**src/hw/rtl/dst_pkg.sv**
```systemverilog
package dst_pkg;

    // field widths of the channels
    localparam int ACTION_W = 2;
    localparam int NODE_W   = 16;
    localparam int STR_W    = 16;
    localparam int AGE_W    = 8;
    localparam int STATUS_W = 3;
    localparam int OCC_W    = 4;

    // configuration port
    localparam int CFG_W     = 16;
    localparam int CFG_IDX_W = 2;

    localparam logic [CFG_IDX_W-1:0] REG_DECAY_FACTOR = 2'd0;
    localparam logic [CFG_IDX_W-1:0] REG_MIN_STRENGTH = 2'd1;
    localparam logic [CFG_IDX_W-1:0] REG_MAX_AGE      = 2'd2;

    // reset values: 0.95 and 0.1 in Q0.16, age limit 100
    localparam logic [STR_W-1:0] DECAY_FACTOR_RST = 16'd62259;
    localparam logic [STR_W-1:0] MIN_STRENGTH_RST = 16'd6554;
    localparam logic [AGE_W-1:0] MAX_AGE_RST      = 8'd100;

    // default geometry
    localparam int SLOTS_DEFAULT     = 8;
    localparam int NODE_BITS_DEFAULT = 16;

    // action codes of an input word
    localparam logic [ACTION_W-1:0] ACT_DECAY   = 2'd0;
    localparam logic [ACTION_W-1:0] ACT_OFFER   = 2'd1;
    localparam logic [ACTION_W-1:0] ACT_READOUT = 2'd2;

    // status codes of a result word
    typedef enum logic [STATUS_W-1:0] {
        ST_DECAYED   = 3'd0,
        ST_REFRESHED = 3'd1,
        ST_INSERTED  = 3'd2,
        ST_DROPPED   = 3'd3,
        ST_SLOT      = 3'd4,
        ST_EMPTY     = 3'd5
    } status_t;

    // source of data written into the slot memory
    typedef enum logic [1:0] {
        WR_DECAY,
        WR_REFRESH,
        WR_INSERT
    } wr_sel_t;

    // source of the slot fields of a result word
    typedef enum logic [1:0] {
        OUT_ZERO,
        OUT_OFFER,
        OUT_REFRESH,
        OUT_SLOT
    } out_sel_t;

    // commands from the controller to the datapath
    typedef struct packed {
        logic     capture;
        logic     rd_en;
        logic     wr_en;
        wr_sel_t  wr_sel;
        logic     load_out;
        out_sel_t out_sel;
        status_t  out_status;
        logic     out_last;
        logic     set_used;
    } dst_cmd_t;

    // status from the datapath to the controller
    typedef struct packed {
        logic match;
        logic keep;
        logic out_free;
    } dst_stat_t;

endpackage

```
**src/hw/rtl/dst_if.sv**
```systemverilog
interface dst_in_if;
    import dst_pkg::*;

    logic                valid;
    logic                ready;
    logic [ACTION_W-1:0] action;
    logic [NODE_W-1:0]   offered_node;
    logic [STR_W-1:0]    offered_strength;

    modport source (output valid, action, offered_node, offered_strength, input ready);
    modport sink (input valid, action, offered_node, offered_strength, output ready);
endinterface

interface dst_out_if;
    import dst_pkg::*;

    logic                valid;
    logic                ready;
    logic [STATUS_W-1:0] status;
    logic [NODE_W-1:0]   slot_node;
    logic [STR_W-1:0]    slot_strength;
    logic [AGE_W-1:0]    slot_age;
    logic [OCC_W-1:0]    occupancy;
    logic                last;

    modport source (output valid, status, slot_node, slot_strength, slot_age, occupancy, last,
                    input ready);
    modport sink (input valid, status, slot_node, slot_strength, slot_age, occupancy, last,
                  output ready);
endinterface

```
**src/hw/rtl/decaying_slot_table.sv**
```systemverilog
// Ordered table of up to SLOTS slots (node id, Q0.16 strength, age) kept in a
// slot memory with one write and one registered read port. A decay word
// scales each strength by decay_factor (rounded half up), ages each slot by
// one, drops slots below min_strength or older than max_age and packs the
// rest in order; it returns one word, and its walk through the memory read
// port handles one slot per cycle. An offer word refreshes the matching slot
// or appends a new one (dropped when full). A readout word returns one word
// per slot in table order (an empty word when the table is empty), one per
// cycle while the result side takes them, from the registered read port.
// Action code 3 is ignored. New input is taken only when the previous word is
// fully processed; a finished result may still sit in the output register
// then. Slot contents need no clearing after reset.
module decaying_slot_table #(
    parameter int SLOTS     = dst_pkg::SLOTS_DEFAULT,
    parameter int NODE_BITS = dst_pkg::NODE_BITS_DEFAULT
) (
    input  logic                           clk,
    input  logic                           rst_n,
    input  logic                           cfg_write,
    input  logic [dst_pkg::CFG_IDX_W-1:0]  cfg_index,
    input  logic [dst_pkg::CFG_W-1:0]      cfg_data,
    dst_in_if.sink                         items,
    dst_out_if.source                      results
);
    import dst_pkg::*;

    localparam int CNT_W = $clog2(SLOTS + 1);
    localparam int IDX_W = (SLOTS > 1) ? $clog2(SLOTS) : 1;

    dst_cmd_t          cmd;
    dst_stat_t         stat;
    logic [IDX_W-1:0]  rd_addr;
    logic [IDX_W-1:0]  wr_addr;
    logic [CNT_W-1:0]  count_val;
    logic [CNT_W-1:0]  used;

    // sequencer
    dst_ctrl #(
        .SLOTS (SLOTS),
        .CNT_W (CNT_W),
        .IDX_W (IDX_W)
    ) u_ctrl (
        .clk       (clk),
        .rst_n     (rst_n),
        .in_valid  (items.valid),
        .in_action (items.action),
        .in_ready  (items.ready),
        .stat      (stat),
        .used      (used),
        .cmd       (cmd),
        .rd_addr   (rd_addr),
        .wr_addr   (wr_addr),
        .count_val (count_val)
    );

    // slot memory, arithmetic and output register
    dst_datapath #(
        .SLOTS     (SLOTS),
        .NODE_BITS (NODE_BITS),
        .CNT_W     (CNT_W),
        .IDX_W     (IDX_W)
    ) u_datapath (
        .clk              (clk),
        .rst_n            (rst_n),
        .cfg_write        (cfg_write),
        .cfg_index        (cfg_index),
        .cfg_data         (cfg_data),
        .offered_node     (items.offered_node),
        .offered_strength (items.offered_strength),
        .cmd              (cmd),
        .rd_addr          (rd_addr),
        .wr_addr          (wr_addr),
        .count_val        (count_val),
        .stat             (stat),
        .used             (used),
        .results          (results)
    );

endmodule

```
**src/hw/rtl/dst_datapath.sv**
```systemverilog
module dst_datapath #(
    parameter int SLOTS     = dst_pkg::SLOTS_DEFAULT,
    parameter int NODE_BITS = dst_pkg::NODE_BITS_DEFAULT,
    parameter int CNT_W     = $clog2(SLOTS + 1),
    parameter int IDX_W     = (SLOTS > 1) ? $clog2(SLOTS) : 1
) (
    input  logic                            clk,
    input  logic                            rst_n,
    // configuration
    input  logic                            cfg_write,
    input  logic [dst_pkg::CFG_IDX_W-1:0]   cfg_index,
    input  logic [dst_pkg::CFG_W-1:0]       cfg_data,
    // input payload
    input  logic [dst_pkg::NODE_W-1:0]      offered_node,
    input  logic [dst_pkg::STR_W-1:0]       offered_strength,
    // controller link
    input  dst_pkg::dst_cmd_t               cmd,
    input  logic [IDX_W-1:0]                rd_addr,
    input  logic [IDX_W-1:0]                wr_addr,
    input  logic [CNT_W-1:0]                count_val,
    output dst_pkg::dst_stat_t              stat,
    output logic [CNT_W-1:0]                used,
    // result channel
    dst_out_if.source                       results
);
    import dst_pkg::*;

    localparam int NW = (NODE_BITS < NODE_W) ? NODE_BITS : NODE_W;
    localparam int PROD_W = 2 * STR_W;
    localparam logic [PROD_W-1:0] HALF = PROD_W'(1) << (STR_W - 1);

    typedef struct packed {
        logic [NW-1:0]    node;
        logic [STR_W-1:0] strength;
        logic [AGE_W-1:0] age;
    } entry_t;

    entry_t              mem [SLOTS];
    entry_t              rd_data_reg;
    entry_t              wr_data;

    logic [STR_W-1:0]    decay_factor_reg;
    logic [STR_W-1:0]    min_strength_reg;
    logic [AGE_W-1:0]    max_age_reg;
    logic [CNT_W-1:0]    used_reg;
    logic [NW-1:0]       node_reg;
    logic [STR_W-1:0]    strength_reg;

    logic                out_valid_reg;
    logic                out_valid_next;
    status_t             out_status_reg;
    logic [NW-1:0]       out_node_reg;
    logic [STR_W-1:0]    out_strength_reg;
    logic [AGE_W-1:0]    out_age_reg;
    logic [CNT_W-1:0]    out_count_reg;
    logic                out_last_reg;

    logic [PROD_W-1:0]   prod;
    logic [PROD_W-1:0]   rounded;
    logic [STR_W-1:0]    dec_strength;
    logic [AGE_W-1:0]    dec_age;
    logic [STR_W-1:0]    max_strength;
    logic [NW-1:0]       sel_node;
    logic [STR_W-1:0]    sel_strength;
    logic [AGE_W-1:0]    sel_age;
    logic [NW+NODE_W-1:0]  node_ext;
    logic [CNT_W+OCC_W-1:0] occ_ext;

    // configuration registers
    always_ff @(posedge clk or negedge rst_n)
    begin
        if (!rst_n)
        begin
            decay_factor_reg <= DECAY_FACTOR_RST;
            min_strength_reg <= MIN_STRENGTH_RST;
            max_age_reg      <= MAX_AGE_RST;
        end
        else if (cfg_write)
        begin
            unique case (cfg_index)
                REG_DECAY_FACTOR: decay_factor_reg <= cfg_data[STR_W-1:0];
                REG_MIN_STRENGTH: min_strength_reg <= cfg_data[STR_W-1:0];
                REG_MAX_AGE:      max_age_reg      <= cfg_data[AGE_W-1:0];
                default:          ;
            endcase
        end
    end

    // fill count of the table
    always_ff @(posedge clk or negedge rst_n)
    begin
        if (!rst_n)
        begin
            used_reg <= '0;
        end
        else if (cmd.set_used)
        begin
            used_reg <= count_val;
        end
    end

    assign used = used_reg;

    // offered word, node id masked to the stored width
    always_ff @(posedge clk)
    begin
        if (cmd.capture)
        begin
            node_reg     <= offered_node[NW-1:0];
            strength_reg <= offered_strength;
        end
    end

    // decayed strength, rounded half up, and saturating age
    assign prod         = PROD_W'(rd_data_reg.strength) * PROD_W'(decay_factor_reg);
    assign rounded      = prod + HALF;
    assign dec_strength = rounded[PROD_W-1:STR_W];
    assign dec_age      = (rd_data_reg.age == '1) ? rd_data_reg.age : rd_data_reg.age + 1'b1;
    assign max_strength = (strength_reg > rd_data_reg.strength) ? strength_reg
                                                                 : rd_data_reg.strength;

    assign stat.keep     = (dec_strength >= min_strength_reg) && (dec_age <= max_age_reg);
    assign stat.match    = (rd_data_reg.node == node_reg);
    assign stat.out_free = !out_valid_reg || results.ready;

    // write data into the slot memory
    always_comb
    begin
        unique case (cmd.wr_sel)
            WR_DECAY:   wr_data = '{node: rd_data_reg.node, strength: dec_strength,
                                    age: dec_age};
            WR_REFRESH: wr_data = '{node: rd_data_reg.node, strength: max_strength,
                                    age: '0};
            WR_INSERT:  wr_data = '{node: node_reg, strength: strength_reg, age: '0};
            default:    wr_data = '{node: node_reg, strength: strength_reg, age: '0};
        endcase
    end

    // slot memory: one write and one registered read per cycle
    always_ff @(posedge clk)
    begin
        if (cmd.wr_en)
        begin
            mem[wr_addr] <= wr_data;
        end
        if (cmd.rd_en)
        begin
            rd_data_reg <= mem[rd_addr];
        end
    end

    // slot fields of the next result word
    always_comb
    begin
        unique case (cmd.out_sel)
            OUT_ZERO:
            begin
                sel_node     = '0;
                sel_strength = '0;
                sel_age      = '0;
            end
            OUT_OFFER:
            begin
                sel_node     = node_reg;
                sel_strength = strength_reg;
                sel_age      = '0;
            end
            OUT_REFRESH:
            begin
                sel_node     = rd_data_reg.node;
                sel_strength = max_strength;
                sel_age      = '0;
            end
            OUT_SLOT:
            begin
                sel_node     = rd_data_reg.node;
                sel_strength = rd_data_reg.strength;
                sel_age      = rd_data_reg.age;
            end
            default:
            begin
                sel_node     = '0;
                sel_strength = '0;
                sel_age      = '0;
            end
        endcase
    end

    // output register
    always_comb
    begin
        out_valid_next = out_valid_reg;
        if (cmd.load_out)
        begin
            out_valid_next = 1'b1;
        end
        else if (results.ready)
        begin
            out_valid_next = 1'b0;
        end
    end

    always_ff @(posedge clk or negedge rst_n)
    begin
        if (!rst_n)
        begin
            out_valid_reg <= 1'b0;
        end
        else
        begin
            out_valid_reg <= out_valid_next;
        end
    end

    always_ff @(posedge clk)
    begin
        if (cmd.load_out)
        begin
            out_status_reg   <= cmd.out_status;
            out_node_reg     <= sel_node;
            out_strength_reg <= sel_strength;
            out_age_reg      <= sel_age;
            out_count_reg    <= count_val;
            out_last_reg     <= cmd.out_last;
        end
    end

    // widen or trim to the port widths
    assign node_ext = {{NODE_W{1'b0}}, out_node_reg};
    assign occ_ext  = {{OCC_W{1'b0}}, out_count_reg};

    assign results.valid         = out_valid_reg;
    assign results.status        = out_status_reg;
    assign results.slot_node     = node_ext[NODE_W-1:0];
    assign results.slot_strength = out_strength_reg;
    assign results.slot_age      = out_age_reg;
    assign results.occupancy     = occ_ext[OCC_W-1:0];
    assign results.last          = out_last_reg;

endmodule

```
**src/hw/rtl/dst_ctrl.sv**
```systemverilog
module dst_ctrl #(
    parameter int SLOTS = dst_pkg::SLOTS_DEFAULT,
    parameter int CNT_W = $clog2(SLOTS + 1),
    parameter int IDX_W = (SLOTS > 1) ? $clog2(SLOTS) : 1
) (
    input  logic                           clk,
    input  logic                           rst_n,
    input  logic                           in_valid,
    input  logic [dst_pkg::ACTION_W-1:0]   in_action,
    output logic                           in_ready,
    input  dst_pkg::dst_stat_t             stat,
    input  logic [CNT_W-1:0]               used,
    output dst_pkg::dst_cmd_t              cmd,
    output logic [IDX_W-1:0]               rd_addr,
    output logic [IDX_W-1:0]               wr_addr,
    output logic [CNT_W-1:0]               count_val
);
    import dst_pkg::*;

    localparam logic [CNT_W-1:0] ONE      = CNT_W'(1);
    localparam logic [CNT_W-1:0] SLOT_MAX = CNT_W'(SLOTS);

    typedef enum logic [2:0] {
        S_IDLE,
        S_DC_WALK,
        S_DC_DONE,
        S_OF_WALK,
        S_OF_HIT,
        S_OF_MISS,
        S_RO_WALK,
        S_RO_EMPTY
    } state_t;

    state_t           state_reg;
    state_t           state_next;
    logic [CNT_W-1:0] idx_reg;
    logic [CNT_W-1:0] idx_next;
    logic [CNT_W-1:0] keep_reg;
    logic [CNT_W-1:0] keep_next;
    logic [CNT_W-1:0] hit_idx;
    logic [CNT_W-1:0] used_inc;

    // idx_reg points one past the slot held in the read register
    assign hit_idx  = idx_reg - ONE;
    assign used_inc = used + ONE;

    // next state and commands
    always_comb
    begin
        state_next     = state_reg;
        idx_next       = idx_reg;
        keep_next      = keep_reg;
        in_ready       = 1'b0;
        rd_addr        = idx_reg[IDX_W-1:0];
        wr_addr        = keep_reg[IDX_W-1:0];
        count_val      = used;
        cmd            = '0;
        cmd.wr_sel     = WR_DECAY;
        cmd.out_sel    = OUT_ZERO;
        cmd.out_status = ST_DECAYED;

        unique case (state_reg)
            S_IDLE:
            begin
                in_ready = 1'b1;
                rd_addr  = '0;
                if (in_valid)
                begin
                    cmd.capture = 1'b1;
                    idx_next    = ONE;
                    keep_next   = '0;
                    priority if (in_action == ACT_DECAY)
                    begin
                        cmd.rd_en  = (used != '0);
                        state_next = (used != '0) ? S_DC_WALK : S_DC_DONE;
                    end
                    else if (in_action == ACT_OFFER)
                    begin
                        cmd.rd_en  = (used != '0);
                        state_next = (used != '0) ? S_OF_WALK : S_OF_MISS;
                    end
                    else if (in_action == ACT_READOUT)
                    begin
                        cmd.rd_en  = (used != '0);
                        state_next = (used != '0) ? S_RO_WALK : S_RO_EMPTY;
                    end
                    else
                    begin
                        state_next = S_IDLE;
                    end
                end
            end

            // decay one slot per cycle and pack survivors downward
            S_DC_WALK:
            begin
                if (stat.keep)
                begin
                    cmd.wr_en = 1'b1;
                    keep_next = keep_reg + ONE;
                end
                if (idx_reg < used)
                begin
                    cmd.rd_en = 1'b1;
                    idx_next  = idx_reg + ONE;
                end
                else
                begin
                    state_next = S_DC_DONE;
                end
            end

            S_DC_DONE:
            begin
                count_val = keep_reg;
                if (stat.out_free)
                begin
                    cmd.load_out = 1'b1;
                    cmd.out_last = 1'b1;
                    cmd.set_used = 1'b1;
                    state_next   = S_IDLE;
                end
            end

            // search for the offered node
            S_OF_WALK:
            begin
                if (stat.match)
                begin
                    cmd.wr_en  = 1'b1;
                    cmd.wr_sel = WR_REFRESH;
                    wr_addr    = hit_idx[IDX_W-1:0];
                    state_next = S_OF_HIT;
                end
                else if (idx_reg < used)
                begin
                    cmd.rd_en = 1'b1;
                    idx_next  = idx_reg + ONE;
                end
                else
                begin
                    state_next = S_OF_MISS;
                end
            end

            S_OF_HIT:
            begin
                if (stat.out_free)
                begin
                    cmd.load_out   = 1'b1;
                    cmd.out_sel    = OUT_REFRESH;
                    cmd.out_status = ST_REFRESHED;
                    cmd.out_last   = 1'b1;
                    state_next     = S_IDLE;
                end
            end

            // append the offer, or drop it when the table is full
            S_OF_MISS:
            begin
                wr_addr = used[IDX_W-1:0];
                if (stat.out_free)
                begin
                    cmd.load_out   = 1'b1;
                    cmd.out_sel    = OUT_OFFER;
                    cmd.out_last   = 1'b1;
                    state_next     = S_IDLE;
                    if (used < SLOT_MAX)
                    begin
                        cmd.wr_en      = 1'b1;
                        cmd.wr_sel     = WR_INSERT;
                        cmd.set_used   = 1'b1;
                        cmd.out_status = ST_INSERTED;
                        count_val      = used_inc;
                    end
                    else
                    begin
                        cmd.out_status = ST_DROPPED;
                    end
                end
            end

            // one slot word per cycle while the output drains
            S_RO_WALK:
            begin
                if (stat.out_free)
                begin
                    cmd.load_out   = 1'b1;
                    cmd.out_sel    = OUT_SLOT;
                    cmd.out_status = ST_SLOT;
                    cmd.out_last   = (idx_reg == used);
                    if (idx_reg < used)
                    begin
                        cmd.rd_en = 1'b1;
                        idx_next  = idx_reg + ONE;
                    end
                    else
                    begin
                        state_next = S_IDLE;
                    end
                end
            end

            S_RO_EMPTY:
            begin
                if (stat.out_free)
                begin
                    cmd.load_out   = 1'b1;
                    cmd.out_status = ST_EMPTY;
                    cmd.out_last   = 1'b1;
                    state_next     = S_IDLE;
                end
            end

            default:
            begin
                state_next = S_IDLE;
            end
        endcase
    end

    // state and walk counters
    always_ff @(posedge clk or negedge rst_n)
    begin
        if (!rst_n)
        begin
            state_reg <= S_IDLE;
            idx_reg   <= '0;
            keep_reg  <= '0;
        end
        else
        begin
            state_reg <= state_next;
            idx_reg   <= idx_next;
            keep_reg  <= keep_next;
        end
    end

endmodule

```
**src/flat_wrapper.sv**
```systemverilog
// flat-port wrapper written by rule: the top's interface ports become plain ports
module decaying_slot_table_flat import dst_pkg::*;
#(
    parameter int SLOTS     = dst_pkg::SLOTS_DEFAULT,
    parameter int NODE_BITS = dst_pkg::NODE_BITS_DEFAULT
)
  (clk, rst_n, cfg_write, cfg_index, cfg_data, items_valid, items_action, items_offered_node, items_offered_strength, items_ready, results_valid, results_status, results_slot_node, results_slot_strength, results_slot_age, results_occupancy, results_last, results_ready);
  dst_in_if items_i ();
  dst_out_if results_i ();
  input  logic clk;
  input  logic rst_n;
  input  logic cfg_write;
  input  logic [dst_pkg::CFG_IDX_W-1:0] cfg_index;
  input  logic [dst_pkg::CFG_W-1:0] cfg_data;
  input wire logic [$bits(items_i.valid)-1:0] items_valid;
  input wire logic [$bits(items_i.action)-1:0] items_action;
  input wire logic [$bits(items_i.offered_node)-1:0] items_offered_node;
  input wire logic [$bits(items_i.offered_strength)-1:0] items_offered_strength;
  output wire logic [$bits(items_i.ready)-1:0] items_ready;
  output wire logic [$bits(results_i.valid)-1:0] results_valid;
  output wire logic [$bits(results_i.status)-1:0] results_status;
  output wire logic [$bits(results_i.slot_node)-1:0] results_slot_node;
  output wire logic [$bits(results_i.slot_strength)-1:0] results_slot_strength;
  output wire logic [$bits(results_i.slot_age)-1:0] results_slot_age;
  output wire logic [$bits(results_i.occupancy)-1:0] results_occupancy;
  output wire logic [$bits(results_i.last)-1:0] results_last;
  input wire logic [$bits(results_i.ready)-1:0] results_ready;
  assign items_i.valid = items_valid;
  assign items_i.action = items_action;
  assign items_i.offered_node = items_offered_node;
  assign items_i.offered_strength = items_offered_strength;
  assign items_ready = items_i.ready;
  assign results_valid = results_i.valid;
  assign results_status = results_i.status;
  assign results_slot_node = results_i.slot_node;
  assign results_slot_strength = results_i.slot_strength;
  assign results_slot_age = results_i.slot_age;
  assign results_occupancy = results_i.occupancy;
  assign results_last = results_i.last;
  assign results_i.ready = results_ready;
  decaying_slot_table #(.SLOTS(SLOTS), .NODE_BITS(NODE_BITS)) u_core (.clk(clk), .rst_n(rst_n), .cfg_write(cfg_write), .cfg_index(cfg_index), .cfg_data(cfg_data), .items(items_i), .results(results_i));
endmodule
```
**config.mk**
```make
export PLATFORM = sky130hd
export DESIGN_NAME = decaying_slot_table_flat
export DESIGN_NICKNAME = d
export VERILOG_FILES = /design/src/hw/rtl/dst_pkg.sv /design/src/hw/rtl/dst_if.sv /design/src/hw/rtl/decaying_slot_table.sv /design/src/hw/rtl/dst_datapath.sv /design/src/hw/rtl/dst_ctrl.sv /design/src/flat_wrapper.sv
export SDC_FILE = /design/constraint.sdc
export NUM_CORES = 1
export LEC_CHECK = 0
export BUFFER_PORTS_ARGS = -buffer_cell sky130_fd_sc_hd__buf_2
export CELL_PAD_IN_SITES_DETAIL_PLACEMENT = 0
export CELL_PAD_IN_SITES_GLOBAL_PLACEMENT = 1
export CORE_ASPECT_RATIO = 1.75
export CORE_UTILIZATION = 52
export DETAILED_ROUTE_END_ITERATION = 8
export PLACE_DENSITY_LB_ADDON = 0.12
export SYNTH_ARGS = -nofsm -noshare
export SYNTH_HDL_FRONTEND = slang
export SYNTH_SLANG_ARGS = --single-unit
```
**constraint.sdc**
```tcl
create_clock -name clk -period 13.4 [get_ports clk]
set_input_delay 0.67 -clock clk [delete_from_list [all_inputs] [get_ports clk]]
set_output_delay 0.67 -clock clk [all_outputs]
set_load 0.005 [all_outputs]
```
After elaboration in Yosys (flattened, before gate mapping)
Memory sizes are Yosys's and may differ from the RTL's. A register that Yosys moved wholly into a read port is not among the register bits.
Index checks and enable logic that the tools add are counted.
{ "op_classes": {"n_addsub": 6, "multipliers": 1, "order_cmp": 5, "eq_ne": 26, "muxes": 66, "reduce_logical": 22} }
{ "op_table": {"columns": ["cell", "count"], "rows": [
  ["$pmux W40 S2", 1],
  ["$pmux W16 S4", 1],
  ["$pmux W16 S3", 1],
  ["$mux W3", 15],
  ["$mux W4", 9],
  ["$add A32 B16 Y32 const B", 1],
  ["$mul A16 B16 Y32", 1],
  ["$mux W1", 17],
  ["$eq A16 B16 Y1", 1],
  ["$ge A16 B16 Y1", 1],
  ["$gt A16 B16 Y1", 1],
  ["$mux W16", 1],
  ["$pmux W4 S2", 2],
  ["$pmux W4 S4", 1],
  ["$pmux W8 S2", 1],
  ["$pmux W3 S5", 1],
  ["$mux W7", 2],
  ["$add A4 B1 Y4 const B", 3],
  ["$eq A3 B3 Y1 const B", 4],
  ["$pmux W3 S4", 1],
  ["$mux W11", 1],
  ["$add A8 B1 Y8 const B", 1],
  ["$eq A2 B1 Y1 const B", 4],
  ["$eq A2 B2 Y1 const B", 4],
  ["34 further kinds", 51]
]} }
{ "totals": {"register_bits": 136, "ramBits": 320, "in_bits": 57, "output_inout_bits": 50, "mem_count": 1} }
{ "mem_list": {"columns": ["memory", "depth", "width", "rd", "rd_clocked_by_memory_dff", "wr", "line_no", "rtl"], "rows": [
  ["u_core.u_datapath.mem", 8, 40, 1, 1, 1, "dst_datapath.sv:38", "entry_t mem [SLOTS];"]
]} }

Depth between registers and ports, before layout
Gate-level depths: netlist of run 1.
{ "logic_depth": {"depth_word": 8, "mapped_depth": 31, "ltp_nobuf": 29} }

Hierarchy
A second synthesis of run 1 with hierarchy kept.
{ "hier_totals": {"cells_unflattened": 2195, "hier_area_um2": 29437.0} }
{ "by_module_without_submodules": {"columns": ["module", "instances", "cells_per_inst", "area_per_inst_um2"], "rows": [
  ["dst_datapath", 1, 2041, 28259.6],
  ["dst_ctrl", 1, 154, 1177.4]
]} }

Least setup slack after synthesis of run 1
OpenSTA, ideal clock, no wires.
{ "synth_timing": {"path_kind": "register to register", "from": "register u_core.u_datapath.decay_factor_reg[9]", "to": "memory u_core.u_datapath.mem[1][0] (netlist name) (enable)", "t_arrival_ns": 9.000, "required_time_ns": 12.963, "path_slack_ns": 3.963, "path_stages_with_launch": 31, "path_buffers": 2, "period_less_slack_ns": 9.437, "path_cell_list": "dfstp_2 > clkbuf_1 > clkbuf_1 > nand2_1 > fa_1 > inv_1 > fa_1 > inv_1 > fa_1 > inv_1 > fa_1 > fa_1 > inv_1 > fa_1 > inv_1 > ha_1 > a21oi_1 > o21ai_0 > nor2b_1 > a211o_2 > a31o_4 > a21oi_1 > xnor2_1 > ha_1 > nand4_1 > o31a_1 > a221oi_1 > nor3_1 > nor3b_1 > o21ai_0 > nor2_1"} }
{ "synth_via": {"elab_chain_len": 8} }
{ "synth_lines": {"columns": ["item", "line_no", "rtl"], "rows": [
  ["start, declared", "dst_datapath.sv:42", "logic [STR_W-1:0] decay_factor_reg;"],
  ["start signal, assigned", "dst_datapath.sv:81", "REG_DECAY_FACTOR: decay_factor_reg <= cfg_data[STR_W-1:0];"],
  ["$mul A16 B16 Y32", "dst_datapath.sv:115", "assign prod = PROD_W'(rd_data_reg.strength) * PROD_W'(decay_factor_reg);"],
  ["$add A32 B16 Y32", "dst_datapath.sv:116", "assign rounded = prod + HALF;"],
  ["$ge A16 B16 Y1", "dst_datapath.sv:122", "assign stat.keep = (dec_strength >= min_strength_reg) && (dec_age <= max_age_reg);"],
  ["$logic_and A1 B1 Y1", "dst_datapath.sv:122", null],
  ["$mux W1", "dst_ctrl.sv:97", "if (stat.keep)"],
  ["$pmux W1 S3", "dst_ctrl.sv:62", "unique case (state_reg)"],
  ["$mux W1", "dst_datapath.sv:142", "if (cmd.wr_en)"],
  ["$mux W1 (not written as such)", "dst_datapath.sv:144", "mem[wr_addr] <= wr_data;"],
  ["end, declared", "dst_datapath.sv:38", null]
]} }
Every way passes these cells.

Worst setup path after layout of run 1
{ "layout_timing": {"from": "register u_core.u_datapath.rd_data_reg[15] (netlist name)", "to": "memory u_core.u_datapath.mem[7][19] (netlist name) (enable)"} }
{ "layout_via": {"elab_chain_len": 8} }
{ "layout_lines": {"columns": ["item", "line_no"], "rows": [
  ["$mul A16 B16 Y32", "dst_datapath.sv:115"],
  ["$add A32 B16 Y32", "dst_datapath.sv:116"],
  ["$ge A16 B16 Y1", "dst_datapath.sv:122"],
  ["$logic_and A1 B1 Y1", "dst_datapath.sv:122"],
  ["$mux W1", "dst_ctrl.sv:97"],
  ["$pmux W1 S3", "dst_ctrl.sv:62"],
  ["$mux W1", "dst_datapath.sv:142"],
  ["$mux W1 (not written as such)", "dst_datapath.sv:144"]
]} }
Every way passes these cells.

==> impl_results.md, run 1 <==
* Seq/Total Area, Yosys at 0.495
* Worst EP arrival at 10790 ps
* Gr usage total at 0.287
* Reg2Reg Launch Point: u_core.u_datapath.rd_data_reg[15]
* DR vias at roughly 19000
* Initial DRT Pass Iterations at 5
* Antenna viol nets, final at 0
* Status: finished, final reports clean
* Final core occ at 0.577
* Diodes inserted at 0
* CTS-repair resized insts at 0
* Flops & latches, synth at 496
* Synth Flop Type: edfxtp_1
* Actual slew at the worst max-slew pin at about 1200 ps
* Vias in the first global route at roughly 20000
* # Post-CTS Setup Buffers at 0
* Max Cap Viol at 0
* Highest clock rate at between 0.09 and 0.1 GHz
* # setup viols final at 0
* Post-synth EDFFs at 440
* Port Buffer Count at 106
* R2R Path End: u_core.u_datapath.mem[7][19]
* Synth async-reset ratio at 0.113
* Post-synthesis simple-gate area fraction at 0.0962
* Share of cells above drive strength 1 at 0.139
* Largest net degree at the start of global routing at between 60 and 70
* TNS Setup at 0 ps
* Core area at around 56000 um^2
* Clock sinks at 496
* Die span in x at 182 um
* Clock Latency Late Sink at roughly 600 ps
* CP endpoint kind: register
* Synth Cell Area at between 20000 and 30000 um^2
* DRC errors left at 0
* Initial Util at 0.527
* Worst R2R Setup Slack at about 2900 ps
* Final HPWL DP at around 57000 um
* Multiplexer area fraction after synthesis at 0.0624
* Hold Vio Cnt, Final at 0
* Die Area at a little under 60000 um^2
* Worst Setup Start Kind: register
* Synth Area in Adders at 0.200
* Number of cells on the worst reg-to-reg path at 30
* GP Congestion at just over 0.9
* WHS Path Cells at 1
* Worst hold endpoint: u_core.u_datapath.strength_reg[5]
* Total wire length at ~80000 um
* Synth warnings at 0
* Synth Area in Compound Gates at 0.0790
* Grt ovf at 0
* Die height at roughly 320 um
* Fin crit share at 0.786
* H-tree Lvls at 2
* Placed cell area at 30800 um^2
* Max FFs per register at between 300 and 400
* Cell mode on critical path: fa_1
* # nets final at between 2000 and 3000
* Critical path fanouts, max at 32
* Wire length per cell at between 20 and 30 um
* Worst EP required at between 10000 and 15000 ps
* Placement Rows at around 120
* CTS tree: built
* CTS Hold Bufs at 0
* Syn-to-layout area delta at 9.49%
* Final Max Tran Viols at 0
* Clock transition at path regs at approximately 70 ps
* Slowest stage delay, CP at between 1000 and 1500 ps
* Max transition margin at 0.189
* 1st-iter DRT viols at around 1000
* Initial antenna violation count at 0
* Final Cell Area at roughly 32000 um^2
* Layout Skew at about 38 ps
* I/O pin total at approximately 110
* Library cells used by synthesis at 69
* First-pass GRT wire length at 121000 um
* Largest family of logic cells by synthesized area: adder cells
* CTS Buf Count at 48
* Slowest-stage cell, CP: edfxtp_1
* Post-Syn Nets at between 2000 and 3000
* Mean Syn Cell Area at 12.4 um^2
* Longest Clk Path Bufs at 3
* Xor/xnor share of the synthesized area at 0.0124
* CP Class: reg2reg
* Hold Path Class: in2reg
* Min Tclk post-route at about 11000 ps
* Gate Count Post-Synth at approximately 2400
* Hold path startpoint: items_offered_strength[5]
* Unrepaired setup endpoints after global routing: no
* Root Driver: clkbuf_16
* Vias per std cell at slightly below 6
critical path, delay by kind of cell, from the launching register on:
kind / cells / cell delay, ps
adders and majority gates: 8 / 3710
xor gates and xnor gates: 1 / 240
and+or+nand+nor: 7 / 1800
DFF: 1 / 1010
AOI/OAI and AO/OA: 8 / 2760
buffers and inverters: 6 / 640
worst max path at each step:
stage | start | end | slack [ps] | cells after the start
after floorplan | u_core.u_datapath.decay_factor_reg[9] | u_core.u_datapath.mem[1][0] | 3960 | 30
after global placement | u_core.u_datapath.rd_data_reg[15] | u_core.u_datapath.mem[7][1] | 3170 | 30
after detailed placement | u_core.u_datapath.rd_data_reg[15] | u_core.u_datapath.mem[7][7] | 2870 | 30
after CTS | u_core.u_datapath.rd_data_reg[15] | u_core.u_datapath.mem[7][19] | 2840 | 30
after global routing | u_core.u_datapath.rd_data_reg[15] | u_core.u_datapath.mem[3][19] | 2320 | 30
final | u_core.u_datapath.rd_data_reg[15] | u_core.u_datapath.mem[7][19] | 2870 | 30
logic make-up (layout without fill, tap and decap cells):
group | Yosys count | in the layout
simple gates | 601 | 601
fa+ha+maj | 356 | 356
xor+xnor | 42 | 42
buf+inv | 426 | 528
compound gates | 324 | 324
mux | 129 | 129
flops | 496 | 496
routing by layer:
metal | vias up | track usage | wire (um)
met4 | 0 | 0.198 | 6000
met1 | 9601 | 0.301 | 27800
met5 | - | 0 | 0
met2 | 569 | 0.536 | 43600
li1 | 8409 | - | -
met3 | 261 | 0.0309 | 2920
per-stage QoR:
step / worst slack [ps] / cells / hold slack (ps)
after floorplan: 3960 / 2374 / 374
after global placement: 3170 / 3091 / 488
after detailed placement: 2870 / 3091 / 494
after CTS: 2840 / 3178 / 221
after global routing: 2320 / 3178 / 229
final: 2870 / 3178 / 243
synthesized netlist by cell type, types with 17 or more instances:
cell type	instances	area (um^2)
edfxtp_1	440	13200
nand2_1	310	1160
inv_1	305	1140
fa_1	193	3860
ha_1	163	2040
and2_1	140	876
clkbuf_1	98	368
o21ai_0	67	335
nor2_1	55	206
mux2i_1	46	460
a21oi_1	44	220
mux2_2	43	484
a211oi_1	41	308
o41ai_1	41	359
a22o_1	40	350
mux4_2	40	901
dfrtp_1	36	901
xnor2_1	34	298
dfstp_2	20	526
nand4_1	20	125
nand3_1	18	90.1
a21o_1	17	128
placed cells by master, fill, tap and decap left out, types with 46 or more instances in the layout:
cell type / n
edfxtp_1: 440
inv_1: 304
buf_2: 106
fa_1: 193
o21ai_0: 67
mux2i_1: 46
nor2_1: 46
nand2_1: 308
and2_1: 140
clkbuf_16: 48
ha_1: 163
area by class of cell:
| class | instances | area [um^2] |
|---|---|---|
| tap | 702 | 878 |
| fill | 4666 | 23800 |
| inverter | 306 | 1150 |
| multi-input combinational | 1452 | 13400 |
| clock inverter | 34 | 325 |
| sequential | 496 | 14600 |
| clock buffer | 53 | 1220 |
| timing repair buffer | 135 | 748 |
Power of run 1 is left out: the tool's default activity adds up to more than one toggle a clock period on the data nets, which glitch-free logic cannot reach.
==> run 2, diff against run 1 <==
==> constraint.sdc (replaced) <==
create_clock -name clk -period 10.3 [get_ports clk]
set_input_delay 0.515 -clock clk [delete_from_list [all_inputs] [get_ports clk]]
set_output_delay 0.515 -clock clk [all_outputs]
set_load 0.005 [all_outputs]
==> impl_results.md, run 2 (same netlist as run 1, synthesis figures left out) <==
* Final core occ at 0.580 (+0.00312)
* H-tree Lvls at 2 (unchanged)
* Slowest stage delay, CP at 910 ps (-100 ps)
* # nets final at 2874 (+0.77%)
* Share of cells above drive strength 1 at 0.143 (+0.00375)
* Placed cell area at 31100 um^2 (+0.90%)
* TNS Setup at 0 ps (unchanged)
* GP Congestion at 0.961 (+3.1%)
* Hold Path Class: in2async
* Antenna viol nets, final at 0 (unchanged)
* Max Cap Viol at 0 (unchanged)
* Initial antenna violation count at 1 (+1)
* Unrepaired setup endpoints after global routing: no
* Placement Rows at 115 (unchanged)
* Total wire length at 77400 um (-3.7%)
* Worst EP arrival at 10040 ps (-750 ps)
* I/O pin total at 107 (unchanged)
* CTS tree: built
* First-pass GRT wire length at 119000 um (-2.0%)
* Initial Util at 0.527 (unchanged)
* Port Buffer Count at 106 (unchanged)
* Root Driver: clkbuf_16
* Wire length per cell at 24.2 um (-4.2%)
* Longest Clk Path Bufs at 3 (unchanged)
* CP endpoint kind: register
* Diodes inserted at 0 (unchanged)
* Layout Skew at 23.4 ps (-14.9 ps)
* Clock sinks at 496 (unchanged)
* Critical path fanouts, max at 40 (+25%)
* Actual slew at the worst max-slew pin at 1120 ps (-86.3 ps)
* # Post-CTS Setup Buffers at 0 (unchanged)
* # setup viols final at 0 (unchanged)
* Final Cell Area at 32500 um^2 (+0.54%)
* Register area at 14600 um^2 (unchanged)
* Die Area at 57800 um^2 (unchanged)
* Syn-to-layout area delta at 10.1%
* Hold Vio Cnt, Final at 0 (unchanged)
* Worst EP required at 10630 ps (-3030 ps)
* Slowest-stage cell, CP: edfxtp_1
* DRC errors left at 0 (unchanged)
* Die span in x at 182 um (unchanged)
* Worst Setup Start Kind: register
* Final HPWL DP at 55800 um (-2.2%)
* CTS Hold Bufs at 0 (unchanged)
* Largest net degree at the start of global routing at 68 (+9.7%)
* Vias in the first global route at 20229 (+0.18%)
* Commonest non-fill, non-tap cell in the layout: edfxtp_1
* Area occupied by multi-input gates at 13400 um^2 (about the same)
* 1st-iter DRT viols at 1024 (-2.3%)
* Highest clock rate at 0.103 GHz (+8.3%)
* Max transition margin at 0.253 (+0.0638)
* Grt ovf at 0 (unchanged)
* Initial DRT Pass Iterations at 6 (+1)
* CP Class: reg2reg
* CTS Buf Count at 46 (-4.2%)
* Status: finished, final reports clean
* Gr usage total at 0.278 (-0.00881)
* Most frequent cells in the layout: edfxtp_1, nand2_1, inv_1, fa_1, ha_1
* Clock transition at path regs at 70 ps (about the same)
* DR vias at 18815 (-0.13%)
* Fill count at 4662 (-0.086%)
* Fin crit share at 0.944 (+0.158)
* Vias per std cell at 5.89 (-0.73%)
* Core area at 56100 um^2 (unchanged)
* Max FFs per register at 320 (unchanged)
* Final Max Tran Viols at 0 (unchanged)
* Die height at 317 um (unchanged)
* Clock Latency Late Sink at 610 ps (about the same)
* Cell mode on critical path: fa_1
* Min Tclk post-route at 9720 ps (-807 ps)
==> run 2: timing repair <==
| action | in CTS | in global routing |
|---|---|---|
| hold endpoints to repair | 0 | 0 |
| setup endpoints to repair | 0 | 209 |
| gates resized for setup | 0 | 2 |
==> run 2: path summary, 6_finish.rpt <==
kind / endpoint / startpoint / slack [ps] / cells after the start
worst min register to register: u_core.u_datapath.min_strength_reg[10] / u_core.u_datapath.min_strength_reg[10] / 510 / 1
worst min-delay path: u_core.u_datapath.min_strength_reg[13] / rst_n / 80 / 2
worst max-delay path: u_core.u_datapath.mem[1][4] / u_core.u_datapath.rd_data_reg[15] / 580 / 31
min in group clk: u_core.u_datapath.strength_reg[4] / items_offered_strength[4] / 80 / 1
worst max register to register: u_core.u_datapath.mem[1][4] / u_core.u_datapath.rd_data_reg[15] / 580 / 31
max in group asynchronous: u_core.u_ctrl.idx_reg[0] / rst_n / 9590 / 2
==> run 2: cell type report <==
| class | count | area share |
|---|---|---|
| sequential | 496 | 0.450 |
| multi-input combinational | 1452 | 0.412 |
| clock buffer | 59 | 0.0375 |
| inverter | 306 | 0.0353 |
| timing repair buffer | 159 | 0.0316 |
| tap | 702 | 0.0270 |
| clock inverter | 23 | 0.00669 |
==> run 2: per-layer routing <==
layer,routed length (um),up-vias,part of all wire,global-route usage
li1,-,8462,-,-
met1,27200,9561,0.35,0.295
met2,42600,586,0.55,0.529
met3,3320,204,0.043,0.0376
met4,4380,2,0.057,0.152
met5,9,-,0.00012,0
==> run 2: worst max-delay path, delay by kind of cell (launching register included) <==
family | cells | cell delay (ps)
and+or+nand+nor | 6 | 1070
DFF | 1 | 910
AOI/OAI and AO/OA | 9 | 2800
adders and majority gates | 8 | 3660
xor gates and xnor gates | 1 | 280
buffers and inverters | 7 | 690
==> run 2: per-stage QoR <==
| stage | hold WS [ps] | setup WS, ps | std cells |
|---|---|---|---|
| after floorplan | 219 | 863 | 2374 |
| after global placement | 490 | 533 | 3115 |
| after detailed placement | 495 | 420 | 3115 |
| after CTS | 49.8 | 355 | 3197 |
| after global routing | 56.4 | 116 | 3197 |
| final | 77.1 | 580 | 3197 |
Power of run 2 is left out for the same reason.
==> run 3, diff against run 2 <==
--- a/config.mk
+++ b/config.mk
@@ -5,12 +5,13 @@
 export SDC_FILE = /design/constraint.sdc
 export NUM_CORES = 1
 export LEC_CHECK = 0
-export BUFFER_PORTS_ARGS = -buffer_cell sky130_fd_sc_hd__buf_2
 export CELL_PAD_IN_SITES_DETAIL_PLACEMENT = 0
 export CELL_PAD_IN_SITES_GLOBAL_PLACEMENT = 1
 export CORE_ASPECT_RATIO = 1.75
-export CORE_UTILIZATION = 52
+export CORE_UTILIZATION = 32
+export CTS_CLUSTER_DIAMETER = 50
 export DETAILED_ROUTE_END_ITERATION = 8
+export DONT_BUFFER_PORTS = 1
 export PLACE_DENSITY_LB_ADDON = 0.12
 export SYNTH_ARGS = -nofsm -noshare
 export SYNTH_HDL_FRONTEND = slang
==> impl_results.md, run 3 (same netlist as run 1, synthesis figures left out) <==
* Status: finished, final reports clean
* Share of cells above drive strength 1 at 0.119 (-0.0240)
* Max transition margin at 0.256 (+0.00334)
* Final HPWL DP at 63900 um (+14%)
* DRC errors left at 0 (unchanged)
* Clock transition at path regs at 60 ps (about the same)
* CTS tree: built
* Fill count at 9009 (+93%)
* Initial antenna violation count at 4 (+3)
* Final core occ at 0.367 (-0.213)
* Commonest non-fill, non-tap cell in the layout: edfxtp_1
* Longest Clk Path Bufs at 3 (unchanged)
* CTS Buf Count at 56 (+22%)
* Total wire length at 88100 um (+14%)
* Die height at 404 um (+27%)
* CP endpoint kind: register
* Slowest-stage cell, CP: dfrtp_1
* Met2 WL at 50400 um (+18%)
* Cell mode on critical path: fa_1
* Vias per std cell at 5.04 (-14%)
* Max Cap Viol at 0 (unchanged)
* GP Congestion at 0.831 (-14%)
* CP Class: reg2reg
* Min Tclk post-route at 9740 ps (+20.1 ps)
* 1st-iter DRT viols at 960 (-6.3%)
* Met3 WL post-DR at 2310 um (-30%)
* Worst EP required at 10630 ps (about the same)
* Placed cell area at 31200 um^2 (+0.47%)
* Root Driver: clkbuf_16
* Die span in x at 232 um (+27%)
* DR vias at 18450 (-1.9%)
* Most frequent cells in the layout: edfxtp_1, nand2_1, inv_1, fa_1, ha_1
* Grt ovf at 0 (unchanged)
* # setup viols final at 0 (unchanged)
* Port Buffer Count at 0 (-100%)
* Die Area at 93600 um^2 (+62%)
* Highest clock rate at 0.103 GHz (-0.21%)
* Fin crit share at 0.946 (+0.00195)
* Initial DRT Pass Iterations at 7 (+1)
* Largest net degree at the start of global routing at 57 (-16%)
* Actual slew at the worst max-slew pin at 1110 ps (-9.07 ps)
* Final Cell Area at 33600 um^2 (+3.4%)
* Placement Rows at 147 (+28%)
* Final cell count without fillers at 3662 (+15%)
* Syn-to-layout area delta at 13.8%
* Placed Instances at 3507 (+13%)
* Clock sinks at 496 (unchanged)
* Hold Vio Cnt, Final at 0 (unchanged)
* Uppermost routed layer: met5
* Hold Path Class: in2reg
* Wire length per cell at 24.1 um (-0.63%)
* Post-Route M1 WL at 32400 um (+19%)
* Final Max Tran Viols at 0 (unchanged)
* Worst Setup Start Kind: register
* Critical path fanouts, max at 40 (unchanged)
* Core area at 91600 um^2 (+63%)
* Reg2Reg Launch Point: u_core.u_datapath.decay_factor_reg[7]
* H-tree Lvls at 2 (unchanged)
* Initial Util at 0.323 (-0.204)
* I/O pin total at 107 (unchanged)
* First-pass GRT wire length at 132000 um (+11%)
* Hold path startpoint: cfg_data[15]
* Antenna viol nets, final at 0 (unchanged)
* Unrepaired setup endpoints after global routing: no
* Clock Latency Late Sink at 650 ps (+40 ps)
* CP Launch Point: u_core.u_datapath.decay_factor_reg[7]
* Max FFs per register at 320 (unchanged)
* # nets final at 2838 (-1.3%)
* Vias in the first global route at 20538 (+1.5%)
* Gr usage total at 0.192 (-0.0862)
* Layout Skew at 42.3 ps (+18.8 ps)
* Slowest stage delay, CP at 830 ps (-80 ps)
* Worst EP arrival at 10070 ps (+30 ps)
## run 3: cell types whose count changed in the layout (fill, tap and decap cells not counted), moves of 2 or more
cell           delta
bufinv_16         +3
buf_2           -106
clkbuf_1          -7
inv_8             +3
clkinvlp_4        +3
buf_4            +14
clkbuf_16         +9
inv_6             +5
clkinv_1          +2
dlygate4sd3_1    +45
## run 3: metrics by stage
step                setup TNS, ps  worst slack [ps]  hold WS (ps)
detailed placement        -120590              -578           225
global route                    0               189          21.6
finish                          0               560          51.8
global placement          -156750              -661           224
CTS                             0               140          5.89
floorplan                       0               863           219
## run 3: per-layer routing
metal	global-route usage	up-vias
met2	0.380	278
met3	0.0235	141
met1	0.203	9628
met4	0.0652	6
met5	0	-
li1	-	8397
## run 3: final timing paths
check                                                               to  slack, ps  depth (start not counted)
min in group asynchronous                    u_core.u_datapath.used[1]        430                          2
worst max-delay path                      u_core.u_datapath.mem[2][19]        560                         28
max in group asynchronous        u_core.u_datapath.min_strength_reg[3]       9480                          2
worst min register to register   u_core.u_datapath.min_strength_reg[2]        510                          1
worst max register to register            u_core.u_datapath.mem[2][19]        560                         28
worst min-delay path            u_core.u_datapath.min_strength_reg[15]         50                          1
## run 3: layout make-up
| cell class | instances | area [um^2] | area share |
|---|---|---|---|
| sequential | 496 | 14600 | 0.435 |
| timing repair buffer | 113 | 1080 | 0.0321 |
| antenna | 1 | 2.50 | 0.0000744 |
| tap | 1192 | 1490 | 0.0443 |
| clock inverter | 41 | 437 | 0.0130 |
| multi-input combinational | 1452 | 13400 | 0.399 |
| inverter | 306 | 1150 | 0.0342 |
| clock buffer | 61 | 1420 | 0.0422 |
## run 3: timing repair
action	CTS	global route
endpoints found under the setup margin	320	289
gates resized for setup	3	1
setup buffers	0	6
hold buffers	46	0
hold endpoints to repair	118	0
## run 3: critical path, delay by kind of cell, from the launching register on
family | cells | cell delay (ps)
AO/OA/AOI/OAI | 9 | 2550
XOR/XNOR | 1 | 240
adder cells (fa/ha/maj) | 8 | 3700
buffers and inverters | 4 | 380
flip-flops | 1 | 830
AND/OR/NAND/NOR | 6 | 1700
Power of run 3 is left out for the same reason.
